**src/rtl/met_pkg.sv**
```systemverilog
// ----------------------------------------------------------------------------
// met_pkg: shared types and constants of the Mandelbrot escape-time core
// Transaction payload structs, fixed-point widths, register indexes and the
// escape threshold used by the core and its arithmetic units.
// ----------------------------------------------------------------------------
package met_pkg;

  // Pixel index handling
  localparam int COL_W            = 12;
  localparam int PIXEL_INDEX_BITS = 12;
  // Index bits that actually take part in the mapping
  localparam int IDX_USED = (PIXEL_INDEX_BITS < COL_W) ? PIXEL_INDEX_BITS : COL_W;
  localparam int ODD_W    = IDX_USED + 1;          // 2*index+1
  localparam int PITCH_W  = 31;                    // unsigned Q3.28
  localparam int ORIGIN_W = 32;                    // signed Q4.28
  localparam int OFF_W    = ODD_W + PITCH_W;       // (2*index+1)*pitch
  localparam int OFF_SH   = 11;                    // pitch/2 moved to Q.40
  localparam int ORG_SH   = 12;                    // Q4.28 -> Q.40
  // Mapping sum: |off<<11| < 2^55, |origin<<12| <= 2^43, so 57 bits signed hold it
  localparam int MAP_W    = 57;

  // Iteration datapath
  localparam int C_W    = 56;   // c in signed Q16.40
  localparam int Z_W    = 60;   // z before the magnitude check, wide enough for 2xy + c
  localparam int MUL_W  = 48;   // operand magnitudes of the squaring unit
  localparam int HALF_W = 24;   // partial product operand width
  localparam int PROD_W = 2 * MUL_W;
  localparam int FRAC_B = 40;   // fraction bits of Q16.40
  localparam int SQ_W   = PROD_W - FRAC_B;   // truncated product width

  // |z|^2 escape threshold, 256^2 in Q.40
  localparam logic [SQ_W:0] ESC_THRESH = {1'b1, {SQ_W{1'b0}}};

  // Result fields
  localparam int CNT_W  = 16;
  localparam int FRAC_W = 17;

  // Configuration
  localparam int CFG_IDX_W  = 3;
  localparam int CFG_DATA_W = 32;
  localparam logic [CFG_IDX_W-1:0] REG_ORIGIN_X   = 3'd0;
  localparam logic [CFG_IDX_W-1:0] REG_ORIGIN_Y   = 3'd1;
  localparam logic [CFG_IDX_W-1:0] REG_PITCH_X    = 3'd2;
  localparam logic [CFG_IDX_W-1:0] REG_PITCH_Y    = 3'd3;
  localparam logic [CFG_IDX_W-1:0] REG_ITER_LIMIT = 3'd4;

  localparam logic [ORIGIN_W-1:0] ORIGIN_X_RST = 32'hE000_0000;   // -2.0
  localparam logic [ORIGIN_W-1:0] ORIGIN_Y_RST = 32'hF000_0000;   // -1.0
  localparam logic [PITCH_W-1:0]  PITCH_RST    = 31'd262144;
  localparam logic [CNT_W-1:0]    LIMIT_RST    = 16'd256;

  // Payloads
  typedef struct packed {
    logic [COL_W-1:0] column;
    logic [COL_W-1:0] row;
  } in_t;

  typedef struct packed {
    logic [CNT_W-1:0]  iteration_count;
    logic              escaped;
    logic [FRAC_W-1:0] fraction;
  } out_t;

endpackage

```
**src/rtl/met_mul.sv**
```systemverilog
// ----------------------------------------------------------------------------
// met_mul: iterative 48x48 fixed-point multiplier
// Builds the full product from four 24x24 partial products with a single
// multiplier and a registered accumulator, then returns floor(a*b / 2^40).
// ----------------------------------------------------------------------------
module met_mul (
  input  logic                         clk,
  input  logic                         rst_n,
  input  logic                         start,
  input  logic [met_pkg::MUL_W-1:0]    a,
  input  logic [met_pkg::MUL_W-1:0]    b,
  output logic                         done,
  output logic [met_pkg::SQ_W-1:0]     prod
);

  localparam int H = met_pkg::HALF_W;
  localparam int W = met_pkg::MUL_W;
  localparam int P = met_pkg::PROD_W;
  localparam logic [2:0] LAST_STEP = 3'd4;

  logic [W-1:0]   a_r, b_r;
  logic [W-1:0]   pp_r;
  logic [P-1:0]   acc_r;
  logic [2:0]     step_r;
  logic           busy_r;
  logic           done_r;
  logic [H-1:0]   op_a, op_b;
  logic [P-1:0]   pp_shifted;

  // Partial k: a half = k[1], b half = k[0]
  assign op_a = step_r[1] ? a_r[W-1:H] : a_r[H-1:0];
  assign op_b = step_r[0] ? b_r[W-1:H] : b_r[H-1:0];

  // Align the partial produced in the previous step
  always_comb begin
    case (step_r)
      3'd1:    pp_shifted = {{(P-W){1'b0}}, pp_r};
      3'd2,
      3'd3:    pp_shifted = {{(P-W-H){1'b0}}, pp_r, {H{1'b0}}};
      3'd4:    pp_shifted = {pp_r, {W{1'b0}}};
      default: pp_shifted = '0;
    endcase
  end

  // Control
  always_ff @(posedge clk) begin
    if (!rst_n) begin
      busy_r <= 1'b0;
      done_r <= 1'b0;
      step_r <= '0;
    end else begin
      done_r <= 1'b0;
      if (start) begin
        busy_r <= 1'b1;
        step_r <= '0;
      end else if (busy_r) begin
        step_r <= step_r + 3'd1;
        if (step_r == LAST_STEP) begin
          busy_r <= 1'b0;
          done_r <= 1'b1;
        end
      end
    end
  end

  // Operands, partial product and accumulator
  always_ff @(posedge clk) begin
    if (start) begin
      a_r   <= a;
      b_r   <= b;
      acc_r <= '0;
    end else if (busy_r) begin
      if (step_r != LAST_STEP) begin
        // Upper operand halves are zero: a 24x24 product at full width
        pp_r <= W'(op_a) * W'(op_b);
      end
      acc_r <= acc_r + pp_shifted;
    end
  end

  assign done = done_r;
  assign prod = acc_r[P-1:met_pkg::FRAC_B];

endmodule

```
**src/rtl/met_div.sv**
```systemverilog
// ----------------------------------------------------------------------------
// met_div: iteration fraction divider
// Restoring divider, one quotient bit per cycle, giving
// floor(count * 2^16 / limit) for count <= limit.
// ----------------------------------------------------------------------------
module met_div (
  input  logic                          clk,
  input  logic                          rst_n,
  input  logic                          start,
  input  logic [met_pkg::CNT_W-1:0]     count,
  input  logic [met_pkg::CNT_W-1:0]     limit,
  output logic                          done,
  output logic [met_pkg::FRAC_W-1:0]    quot
);

  localparam int CW = met_pkg::CNT_W;
  localparam int QW = met_pkg::FRAC_W;
  localparam logic [4:0] LAST_STEP = 5'(QW - 1);

  logic [CW-1:0] rem_r;
  logic [CW-1:0] div_r;
  logic [QW-1:0] q_r;
  logic          bit0_r;
  logic [4:0]    step_r;
  logic          busy_r;
  logic          done_r;
  logic          bit_in;
  logic [CW:0]   trial;
  logic          ge;
  logic [CW:0]   diff;

  // The low count bit is the only nonzero dividend bit still to come in
  assign bit_in = (step_r == 5'd0) ? bit0_r : 1'b0;
  assign trial  = {rem_r, bit_in};
  assign ge     = (trial >= {1'b0, div_r});
  assign diff   = trial - {1'b0, div_r};

  // Control
  always_ff @(posedge clk) begin
    if (!rst_n) begin
      busy_r <= 1'b0;
      done_r <= 1'b0;
      step_r <= '0;
    end else begin
      done_r <= 1'b0;
      if (start) begin
        busy_r <= 1'b1;
        step_r <= '0;
      end else if (busy_r) begin
        step_r <= step_r + 5'd1;
        if (step_r == LAST_STEP) begin
          busy_r <= 1'b0;
          done_r <= 1'b1;
        end
      end
    end
  end

  // Remainder and quotient; count/2 < limit, so upper quotient bits are zero
  always_ff @(posedge clk) begin
    if (start) begin
      rem_r  <= {1'b0, count[CW-1:1]};
      bit0_r <= count[0];
      div_r  <= limit;
      q_r    <= '0;
    end else if (busy_r) begin
      rem_r <= ge ? diff[CW-1:0] : trial[CW-1:0];
      q_r   <= {q_r[QW-2:0], ge};
    end
  end

  assign done = done_r;
  assign quot = q_r;

endmodule

```
**src/rtl/mandelbrot_escape_time_core.sv**
```systemverilog
// ----------------------------------------------------------------------------
// mandelbrot_escape_time_core: Mandelbrot escape-time evaluator
// Maps a pixel to c in fixed point, iterates z = z*z + c and returns the
// iteration count, the escape flag and count/limit as a Q1.16 fraction.
// ----------------------------------------------------------------------------
// One pixel is worked on at a time; in_ready is high only while the core is
// idle. Each iteration is paced by the single 24x24 multiplier that builds
// every 48x48 product (x*x, y*y, x*y) from four partial products. A pixel
// that runs to the iteration limit passes, from acceptance to the output
// register, through taking the pixel, coordinate mapping, the overflow
// check and the squares of the start point, the iterations, the final limit
// check, the bit-serial fraction divider and loading the result. An escaping
// pixel finishes earlier. The finished result sits in an output register, so
// the next pixel can be taken while it waits for out_ready.
// Coordinates are signed Q4.28 and pitches unsigned Q3.28; z runs in
// signed Q16.40. A square that would overflow (|x| or |y| of 256 or more)
// counts as escape, and a point outside the Q16.40 range is clamped to its
// bound. A zero iteration limit returns all-zero results.
module mandelbrot_escape_time_core (
  input  logic                               clk,
  input  logic                               rst_n,
  // Pixel input
  input  logic                               in_valid,
  output logic                               in_ready,
  input  met_pkg::in_t                       in_data,
  // Result output
  output logic                               out_valid,
  input  logic                               out_ready,
  output met_pkg::out_t                      out_data,
  // Configuration writes
  input  logic                               cfg_wr_en,
  input  logic [met_pkg::CFG_IDX_W-1:0]      cfg_index,
  input  logic [met_pkg::CFG_DATA_W-1:0]     cfg_data
);

  localparam int IU    = met_pkg::IDX_USED;
  localparam int ODD_W = met_pkg::ODD_W;
  localparam int OFF_W = met_pkg::OFF_W;
  localparam int MAP_W = met_pkg::MAP_W;
  localparam int C_W   = met_pkg::C_W;
  localparam int Z_W   = met_pkg::Z_W;
  localparam int MW    = met_pkg::MUL_W;
  localparam int SQ_W  = met_pkg::SQ_W;
  localparam int CW    = met_pkg::CNT_W;
  localparam int OW    = met_pkg::ORIGIN_W;

  typedef enum logic [4:0] {
    S_IDLE, S_MAPX, S_MAPY, S_SUMY,
    S_CHK, S_SQX, S_WSQX, S_SQY, S_WSQY,
    S_TEST, S_LOOP, S_SQXY, S_WXY, S_ADD,
    S_DIV, S_WDIV, S_OUT
  } state_t;

  // Configuration registers
  logic [OW-1:0]               origin_x_r, origin_y_r;
  logic [met_pkg::PITCH_W-1:0] pitch_x_r, pitch_y_r;
  logic [CW-1:0]               limit_r;

  // Sequencer and datapath registers
  state_t                      state_r;
  met_pkg::in_t                in_r;
  logic [OFF_W-1:0]            off_r;
  logic [C_W-1:0]              cx_r, cy_r;
  logic [Z_W-1:0]              x_r, y_r;
  logic [SQ_W-1:0]             xx_r, yy_r, xy_r;
  logic [CW-1:0]               count_r;
  logic                        esc_r;
  logic                        first_r;
  logic [met_pkg::FRAC_W-1:0]  frac_r;
  logic                        out_valid_r;
  met_pkg::out_t               out_data_r;

  // Mapping path
  logic [ODD_W-1:0]            map_odd;
  logic [met_pkg::PITCH_W-1:0] map_pitch;
  logic [OFF_W-1:0]            map_prod;
  logic [OW-1:0]               map_origin;
  logic [MAP_W-1:0]            map_sum;
  logic [C_W-1:0]              map_c;

  // Iteration path
  logic [Z_W-1:0]              ax_full, ay_full;
  logic                        big_x, big_y;
  logic [MW-1:0]               ax, ay;
  logic [Z_W-1:0]              cx_ext, cy_ext, xy2, nx, ny;
  logic [SQ_W:0]               sq_sum;

  // Arithmetic units
  logic                        mul_start, mul_done;
  logic [MW-1:0]               mul_a, mul_b;
  logic [SQ_W-1:0]             mul_prod;
  logic                        div_start, div_done;
  logic [met_pkg::FRAC_W-1:0]  div_quot;

  // Configuration write port
  always_ff @(posedge clk) begin
    if (!rst_n) begin
      origin_x_r <= met_pkg::ORIGIN_X_RST;
      origin_y_r <= met_pkg::ORIGIN_Y_RST;
      pitch_x_r  <= met_pkg::PITCH_RST;
      pitch_y_r  <= met_pkg::PITCH_RST;
      limit_r    <= met_pkg::LIMIT_RST;
    end else if (cfg_wr_en) begin
      case (cfg_index)
        met_pkg::REG_ORIGIN_X:   origin_x_r <= cfg_data[OW-1:0];
        met_pkg::REG_ORIGIN_Y:   origin_y_r <= cfg_data[OW-1:0];
        met_pkg::REG_PITCH_X:    pitch_x_r  <= cfg_data[met_pkg::PITCH_W-1:0];
        met_pkg::REG_PITCH_Y:    pitch_y_r  <= cfg_data[met_pkg::PITCH_W-1:0];
        met_pkg::REG_ITER_LIMIT: limit_r    <= cfg_data[CW-1:0];
        default: ;
      endcase
    end
  end

  // c = origin*2^12 + (2*index+1)*pitch*2^11, clamped to Q16.40
  assign map_odd    = (state_r == S_MAPY) ? {in_r.row[IU-1:0], 1'b1}
                                          : {in_r.column[IU-1:0], 1'b1};
  assign map_pitch  = (state_r == S_MAPY) ? pitch_y_r : pitch_x_r;
  assign map_prod   = OFF_W'(map_odd) * OFF_W'(map_pitch);
  assign map_origin = (state_r == S_SUMY) ? origin_y_r : origin_x_r;
  assign map_sum    = {{(MAP_W-OW-met_pkg::ORG_SH){map_origin[OW-1]}}, map_origin,
                       {met_pkg::ORG_SH{1'b0}}}
                    + {{(MAP_W-OFF_W-met_pkg::OFF_SH){1'b0}}, off_r,
                       {met_pkg::OFF_SH{1'b0}}};

  always_comb begin
    if (!map_sum[MAP_W-1] && map_sum[C_W-1]) begin
      map_c = {1'b0, {(C_W-1){1'b1}}};
    end else if (map_sum[MAP_W-1] && !map_sum[C_W-1]) begin
      map_c = {1'b1, {(C_W-1){1'b0}}};
    end else begin
      map_c = map_sum[C_W-1:0];
    end
  end

  // Magnitudes and the square overflow check
  assign ax_full = x_r[Z_W-1] ? (Z_W'(0) - x_r) : x_r;
  assign ay_full = y_r[Z_W-1] ? (Z_W'(0) - y_r) : y_r;
  assign big_x   = |ax_full[Z_W-1:MW];
  assign big_y   = |ay_full[Z_W-1:MW];
  assign ax      = ax_full[MW-1:0];
  assign ay      = ay_full[MW-1:0];

  // Next z: x' = xx - yy + cx, y' = +-2xy + cy
  assign cx_ext = {{(Z_W-C_W){cx_r[C_W-1]}}, cx_r};
  assign cy_ext = {{(Z_W-C_W){cy_r[C_W-1]}}, cy_r};
  assign xy2    = {{(Z_W-SQ_W-1){1'b0}}, xy_r, 1'b0};
  assign nx     = {{(Z_W-SQ_W){1'b0}}, xx_r} - {{(Z_W-SQ_W){1'b0}}, yy_r} + cx_ext;
  assign ny     = ((x_r[Z_W-1] ^ y_r[Z_W-1]) ? (Z_W'(0) - xy2) : xy2) + cy_ext;

  // |z|^2 for the escape test
  assign sq_sum = {1'b0, xx_r} + {1'b0, yy_r};

  // Shared multiplier operand select
  assign mul_start = (state_r == S_SQX) || (state_r == S_SQY) || (state_r == S_SQXY);
  assign mul_a     = (state_r == S_SQY) ? ay : ax;
  assign mul_b     = (state_r == S_SQX) ? ax : ay;
  assign div_start = (state_r == S_DIV);

  met_mul u_mul (
    .clk   (clk),
    .rst_n (rst_n),
    .start (mul_start),
    .a     (mul_a),
    .b     (mul_b),
    .done  (mul_done),
    .prod  (mul_prod)
  );

  met_div u_div (
    .clk   (clk),
    .rst_n (rst_n),
    .start (div_start),
    .count (count_r),
    .limit (limit_r),
    .done  (div_done),
    .quot  (div_quot)
  );

  // Sequencer
  always_ff @(posedge clk) begin
    if (!rst_n) begin
      state_r     <= S_IDLE;
      out_valid_r <= 1'b0;
      count_r     <= '0;
      esc_r       <= 1'b0;
      first_r     <= 1'b0;
    end else begin
      if (out_ready) begin
        out_valid_r <= 1'b0;
      end
      case (state_r)
        S_IDLE: begin
          if (in_valid) begin
            in_r    <= in_data;
            state_r <= S_MAPX;
          end
        end
        S_MAPX: begin
          off_r   <= map_prod;
          state_r <= S_MAPY;
        end
        S_MAPY: begin
          off_r   <= map_prod;
          cx_r    <= map_c;
          x_r     <= {{(Z_W-C_W){map_c[C_W-1]}}, map_c};
          state_r <= S_SUMY;
        end
        S_SUMY: begin
          cy_r    <= map_c;
          y_r     <= {{(Z_W-C_W){map_c[C_W-1]}}, map_c};
          count_r <= '0;
          esc_r   <= 1'b0;
          first_r <= 1'b1;
          state_r <= (limit_r == '0) ? S_DIV : S_CHK;
        end
        // Square overflow counts as escape
        S_CHK: begin
          if (big_x || big_y) begin
            esc_r   <= 1'b1;
            state_r <= S_DIV;
          end else begin
            state_r <= S_SQX;
          end
        end
        S_SQX: state_r <= S_WSQX;
        S_WSQX: begin
          if (mul_done) begin
            xx_r    <= mul_prod;
            state_r <= S_SQY;
          end
        end
        S_SQY: state_r <= S_WSQY;
        // Squares of the start point feed the first iteration directly
        S_WSQY: begin
          if (mul_done) begin
            yy_r    <= mul_prod;
            first_r <= 1'b0;
            state_r <= first_r ? S_LOOP : S_TEST;
          end
        end
        // Squares of the new z serve as the escape test and the next x*x, y*y
        S_TEST: begin
          if (sq_sum > met_pkg::ESC_THRESH) begin
            esc_r   <= 1'b1;
            state_r <= S_DIV;
          end else begin
            count_r <= count_r + CW'(1);
            state_r <= S_LOOP;
          end
        end
        S_LOOP: begin
          state_r <= (count_r < limit_r) ? S_SQXY : S_DIV;
        end
        S_SQXY: state_r <= S_WXY;
        S_WXY: begin
          if (mul_done) begin
            xy_r    <= mul_prod;
            state_r <= S_ADD;
          end
        end
        S_ADD: begin
          x_r     <= nx;
          y_r     <= ny;
          state_r <= S_CHK;
        end
        S_DIV: state_r <= S_WDIV;
        S_WDIV: begin
          if (div_done) begin
            frac_r  <= (limit_r == '0) ? '0 : div_quot;
            state_r <= S_OUT;
          end
        end
        // Hand the result to the output register once it is free
        S_OUT: begin
          if (!out_valid_r || out_ready) begin
            out_data_r.iteration_count <= count_r;
            out_data_r.escaped         <= esc_r;
            out_data_r.fraction        <= frac_r;
            out_valid_r                <= 1'b1;
            state_r                    <= S_IDLE;
          end
        end
        default: state_r <= S_IDLE;
      endcase
    end
  end

  assign in_ready  = (state_r == S_IDLE);
  assign out_valid = out_valid_r;
  assign out_data  = out_data_r;

endmodule

```
**config.mk**
```make
export PLATFORM = sky130hd
export DESIGN_NAME = mandelbrot_escape_time_core
export DESIGN_NICKNAME = d
export VERILOG_FILES = /design/src/rtl/met_pkg.sv /design/src/rtl/met_mul.sv /design/src/rtl/met_div.sv /design/src/rtl/mandelbrot_escape_time_core.sv
export SDC_FILE = /design/constraint.sdc
export NUM_CORES = 2
export LEC_CHECK = 0
export ABC_AREA = 1
export BUFFER_PORTS_ARGS = -buffer_cell sky130_fd_sc_hd__buf_2
export CELL_PAD_IN_SITES_DETAIL_PLACEMENT = 1
export CELL_PAD_IN_SITES_GLOBAL_PLACEMENT = 1
export CORE_ASPECT_RATIO = 1.1
export CORE_MARGIN = 3
export CORE_UTILIZATION = 45
export DETAILED_ROUTE_END_ITERATION = 10
export GPL_TIMING_DRIVEN = 0
export PLACE_DENSITY = 0.75
export SYNTH_ARGS = -nofsm -noshare
export SYNTH_HDL_FRONTEND = slang
export SYNTH_SLANG_ARGS = --single-unit
```
**constraint.sdc**
```tcl
create_clock -name clk -period 7 [get_ports clk]
set_input_delay 0.35 -clock clk [delete_from_list [all_inputs] [get_ports clk]]
set_output_delay 0.35 -clock clk [all_outputs]
set_load 0.05 [all_outputs]
```
---- After elaboration in Yosys (flattened, before gate mapping) ----
Index checks and enable logic that the tools add are counted.
cells by class
  reductions and logical operators ........ 48
  shift-type cells ........................ 0
  multiply operators ...................... 2
  div/mod/pow operators ................... 0
  $lt $le $gt $ge ......................... 3
  bitwise gates (word level) .............. 5
  eq/ne operators ......................... 35
  multiplexer cells ....................... 49
  add/subtract/negate cells ............... 13
operator list
  cell                                                                 number
  96-bit case mux with 3 select lines                                  1
  60-bit case mux with 2 select lines                                  2
  60-bit 2-to-1 mux                                                    3
  1-bit by 60-bit subtractor with 60-bit output, first input constant  2
  56-bit 2-to-1 mux                                                    2
  96-bit adder                                                         1
  48-bit 2-to-1 mux                                                    2
  5-bit case mux with 17 select lines                                  1
  60-bit adder                                                         1
  57-bit by 56-bit adder with 58-bit output                            1
  1-bit by 57-bit subtractor with 58-bit output, first input constant  1
  44-bit by 56-bit adder with 57-bit output                            1
  56-bit by 56-bit adder with 57-bit output                            1
  57-bit greater-than comparator, second input constant                1
  56-bit by 56-bit subtractor with 57-bit output                       1
  24-bit by 24-bit multiplier with 48-bit output                       1
  24-bit 2-to-1 mux                                                    2
  13-bit by 31-bit multiplier with 44-bit output                       1
  5-bit by 4-bit == test with 1-bit output, second input constant      8
  16-bit 2-to-1 mux                                                    2
  32-bit 2-to-1 mux                                                    1
  16-bit case mux with 2 select lines                                  1
  31-bit 2-to-1 mux                                                    1
  15-bit 2-to-1 mux                                                    2
  other kinds (40)                                                     115
storage, ports and cells
  word-level logic and storage cells ...... 194
  latch bits .............................. 0
  ROM bits ................................ 0
  memories ................................ 0
  input bits .............................. 64
  memory bits (writable) .................. 0
  bits in registers ....................... 987

---- Logic depth before layout (Yosys ltp) ----
  word-level depth ........................ 8
  mapped depth ............................ 38
  depth with buffers taken out ............ 36

---- By module ----
Synthesis repeated with hierarchy kept, for this count alone.
second synthesis, totals
  cells, all modules ...................... 14126
  area, all modules ....................... 102509.6 um^2
by module, submodules not included
  module                       cells an instance  instances  area an instance (um^2)  sequential area each (um^2)
  mandelbrot_escape_time_core  8087               1          60247.8                  18247.5
  met_mul                      5611               1          38927.3                  6346.1
  met_div                      428                1          3334.4                   1461.4

---- Worst setup path after synthesis ----
Ideal clock, no wire load.
  path type ............................... register to register
  start ................................... reg state_r[2]
  end ..................................... reg u_mul.pp_r[0] (enable)
  period minus slack after synthesis ...... 7.317 ns
  arrival time ............................ 6.564 ns
  slack ................................... -0.317 ns
  stages on the path, launching flop included .. 11
  path through ............................ dfxtp_1 > inv_1 > nor2_1 > inv_1 > nor2_1 > inv_2 > o21ai_0 > nor2_1 > inv_2 > buf_1 > nor2_1
on the way
  word-level cells in the longest chain between the ends .. 5
  elaborated cells between the ends (all ways) .. 7
RTL lines
  what                                      RTL line                            text
  from (decl)                               mandelbrot_escape_time_core.sv:60   state_t state_r;
  from (signal assigned)                    mandelbrot_escape_time_core.sv:215  state_r <= (limit_r == '0) ? S_DIV : S_CHK;
  from (signal assigned)                    mandelbrot_escape_time_core.sv:239  state_r <= first_r ? S_LOOP : S_TEST;
  from (signal assigned)                    mandelbrot_escape_time_core.sv:253  state_r <= (count_r < limit_r) ? S_SQXY : S_DIV;
  5-bit by 3-bit == test with 1-bit output  mandelbrot_escape_time_core.sv:155  assign mul_start = (state_r == S_SQX) || (state_r == S_SQY) || (state_r == S_SQXY);
  1-bit logical OR                          mandelbrot_escape_time_core.sv:155
  1-bit logical OR *                        mandelbrot_escape_time_core.sv:155
  via mul_start                             mandelbrot_escape_time_core.sv:89   logic mul_start, mul_done;
  1-bit NOT (no line) *                     --
  3-bit AND reduction (no line) *           --
  to (signal assigned)                      met_mul.sv:75                       pp_r <= W'(op_a) * W'(op_b);
  to (decl)                                 met_mul.sv:22                       logic [W-1:0] pp_r;
Mark *: on every way through the listed nets, which the timed path passes. The rest lies on a longest branch.
A chain may end at the register's enable or synchronous reset.

---- Final worst setup path ----
  start ................................... reg u_mul.step_r[1]
  end ..................................... reg u_mul.pp_r[46], data pin
on the way
  word-level cells in the longest chain between the ends .. 2
RTL lines
  what                                            RTL line       text
  from (decl)                                     met_mul.sv:24  logic [2:0] step_r;
  from (signal assigned)                          met_mul.sv:57  step_r <= step_r + 3'd1;
  24-bit 2-to-1 mux                               met_mul.sv:31  assign op_a = step_r[1] ? a_r[W-1:H] : a_r[H-1:0];
  24-bit by 24-bit multiplier with 48-bit output  met_mul.sv:75
No other way between the ends.

==> results.cfg <==
[cells_and_area]
area_growth_pct = 18.3
final_cell_mix = 2393 x nand2_1, 2166 x inv_1, 1750 x nor2_1
drive_above_1_share_pct = 13.0
finalInstanceArea_mm2 = 0.115
fillers = 26256
layout_commonest_cell = nand2_1
num-nets-final = 15104

[drt]
first_pass_iters = 6
m1WireLength_um = 174000
drcViolationCount = 0
wire_per_inst_um = 28.1
routed_wl_um = 466000
drt_iter0_drc = 7748
highest_layer = met5
num_vias = 95959
antenna_left = 0
route.met2.wl_um = 216000
wl_met3_um = 34400
vias_per_cell = 5.80

[synthesis]
syn_avg_cell_area_um2 = 7.62
yosysWarnings = 0
synth_seq_cells = 965
synth_nets = 14347
yosys.area_share.adder_pct = 25.1
synth_top_family_by_area = adder cells
async_flop_share_pct = 0
synth_area_mm2 = 0.0976
synthSimpleGateAreaFrac_pct = 20.9
syn_inst = 12807
synth-edff-count = 673
synth_xor_area_share_pct = 4.40
synthMuxAreaShare_pct = 0.0308
post_synth_num_cell_types = 72
synth_compound_area_share_pct = 12.3
synth_ff_type = edfxtp_1
ys_seq_area_share_pct = 26.7

[floorplan]
initial_core_util_pct = 45.5
die_x_um = 450
ios = 100
die_y_um = 495
rows = 178
core_mm2 = 0.215
dieArea_mm2 = 0.223

[critical_path]
critical_path_class = register to register
worstPathArrival_ns = 8.63
reg2reg_depth = 31
endpoint = u_mul.pp_r[46]
cp_max_fo = 6
worstSetupStartpoint = u_mul.step_r[1]
slowest_delay_ns = 0.59
cp-start-kind = register
rr_startpoint = u_mul.step_r[1]
end_kind = register
rr_endpoint = u_mul.pp_r[46]
cpMostUsedCell = fa_1
cp.required_ns = 7.52
critPathSlowestCell = fa_2
reg2reg_slack_ns = -1.11

[grt]
grt_pass1_vias = 99177
grt_use_total_pct = 38.8
grt_max_degree = 97
grt-ovfl-total = 0
grt_pass1_wl_um = 643000
antenna_found_initial = 21

[placement]
placed_cell_area_mm2 = 0.103
gp_congestion = 1.04
dp.final_hpwl_um = 355000
io_buffers = 99

[sta]
max-slew-margin-rel_pct = -0.906
hold_violations = 0
finalSetupViolations = 38
fmax_mhz = 123
rsz0062_at_grt = yes
fin_crit_sh_pct = 116
finClkSkew_ns = 0.0480
tightest_slew_ns = 1.50
setup_ws_ns = -1.11
period_needed_ns = 8.11
maxSlewViolCount = 1

[outcome]
status = finished with violations
violations = capacitance limit, slew limit, setup timing

[clocking]
h-tree-depth = 3
ctsRootBufferMaster = clkbuf_16
cts_buffers = 108
clk_pin_slew_ns = 0.06
cts_tree = built
clock_sinks = 965
clk_path_buf_depth = 3
clk_latency_ns = 0.80

[flow_run]
cap_viol_max_count = 1

[pwr]
p_leak_nw = 52.4
powerDensity_mw_per_mm2 = 613
max-vdd-ir-drop_uv = 1380
finalPower_mw = 70.8

[worst_hold_path]
hold_path.class = input pin to register
-- cell type report --
type	instances	area, um2	area share [%]
diodes	14	35.0	0.0303
plain buffers	343	2750	2.38
clock buffers	131	2880	2.50
clock inverters	73	785	0.679
inverters	2347	8980	7.78
multi-input cells	9144	64400	55.8
flip-flops and latches	965	26100	22.6
well taps	2880	3600	3.12
repair buffers	654	5960	5.17
repair inverters	1	7.51	0.00650
-- routing by layer --
layer / vias up / global-route usage [%]
li1: 42255 / -
met1: 47842 / 45.7
met2: 4283 / 65.4
met3: 1571 / 6.41
met4: 8 / 26.2
met5: - / 0
-- per-stage QoR --
stage | setup WS [ns] | hold WS (ns) | TNS (ns) | utilization (%) | std cells
after floorplan | 0.00151 | 0.400 | 0 | - | 12807
after global placement | -6.42 | 0.406 | -1201.52 | 47.4 | 15786
after detailed placement | -3.31 | 0.409 | -130.31 | 47.8 | 15837
after CTS | -0.705 | 0.0399 | -12.78 | 51.9 | 16303
after global routing | -1.22 | 0.182 | -30.39 | 53.8 | 16540
final | -1.11 | 0.135 | -26.23 | 53.8 | 16552
-- power by group --
| group | leakage [nW] | switching, mW | internal, mW |
|---|---|---|---|
| Sequential | 8.50 | 0.950 | 8.61 |
| Combinational | 42.1 | 33.4 | 21.8 |
| Clock | 1.80 | 2.71 | 3.37 |
| Total | 52.4 | 37.0 | 33.8 |
-- worst min path at each step --
stage	startpoint	endpoint	cells past startpoint	slack, ns
3_5_place_dp	frac_r[4]	out_data[4]	0	0.41
4_1_cts	cfg_index[1]	origin_y_r[24]	4	0.04
5_1_grt	cfg_index[1]	origin_y_r[23]	4	0.18
2_1_floorplan	frac_r[0]	out_data[0]	0	0.40
3_3_place_gp	frac_r[4]	out_data[4]	0	0.41
6_report	cfg_index[1]	origin_y_r[23]	4	0.13
-- cells by family after synthesis --
group,Yosys count
buffers and inverters,2698
multiplexers,3
AND/OR/NAND/NOR,5020
AO/OA/AOI/OAI,2156
flip-flops,965
XOR/XNOR,489
adder cells (fa/ha/maj),1476
-- cell usage after synthesis, types with 49 or more instances --
cell,instances,share of area [%]
nor4_1,56,0.36
o21ai_0,774,4.0
o211ai_1,49,0.38
o21a_1,68,0.52
clkbuf_1,260,1.0
xor2_1,334,3.0
o21bai_1,55,0.42
nor3_1,107,0.55
nor2_1,1801,6.9
o22ai_1,65,0.42
nand3_1,334,1.7
edfxtp_1,673,21
nand4_1,94,0.60
or2_2,65,0.42
inv_1,2296,8.8
xnor2_1,153,1.4
ha_1,668,8.6
dfxtp_1,292,6.0
o21ai_1,75,0.38
fa_1,808,17
a21oi_1,806,4.1
a31oi_1,80,0.51
nand2_1,2456,9.4
-- critical path: cells and delay by family (launching register included) --
kind | cells | cell delay [ns]
adders and majority gates | 8 | 3.82
AOI/OAI and AO/OA | 7 | 1.14
and+or+nand+nor | 3 | 0.76
DFF | 1 | 0.48
xor gates and xnor gates | 1 | 0.19
buffers and inverters | 12 | 1.44
-- flip-flops by register name (all words and copies together), names as in the netlist, 32 cells and up --
register / flops
u_mul.acc_r: 96
y_r: 60
x_r: 58
xx_r: 56
xy_r: 56
yy_r: 56
u_mul.a_r: 48
u_mul.b_r: 48
u_mul.pp_r: 48
cx_r: 46
cy_r: 46
off_r: 44
out_data: 34
origin_x_r: 32
origin_y_r: 32
-- what timing repair did --
action,in CTS,in global routing
cloned,6,3
hold buffers,58,0
buffers inserted,199,244
pin swaps,159,261
endpoints found under the hold margin,162,0
endpoints found under the setup margin,78,61
resized for setup,736,608
Note: power is estimated with default switching activity, not from simulation.
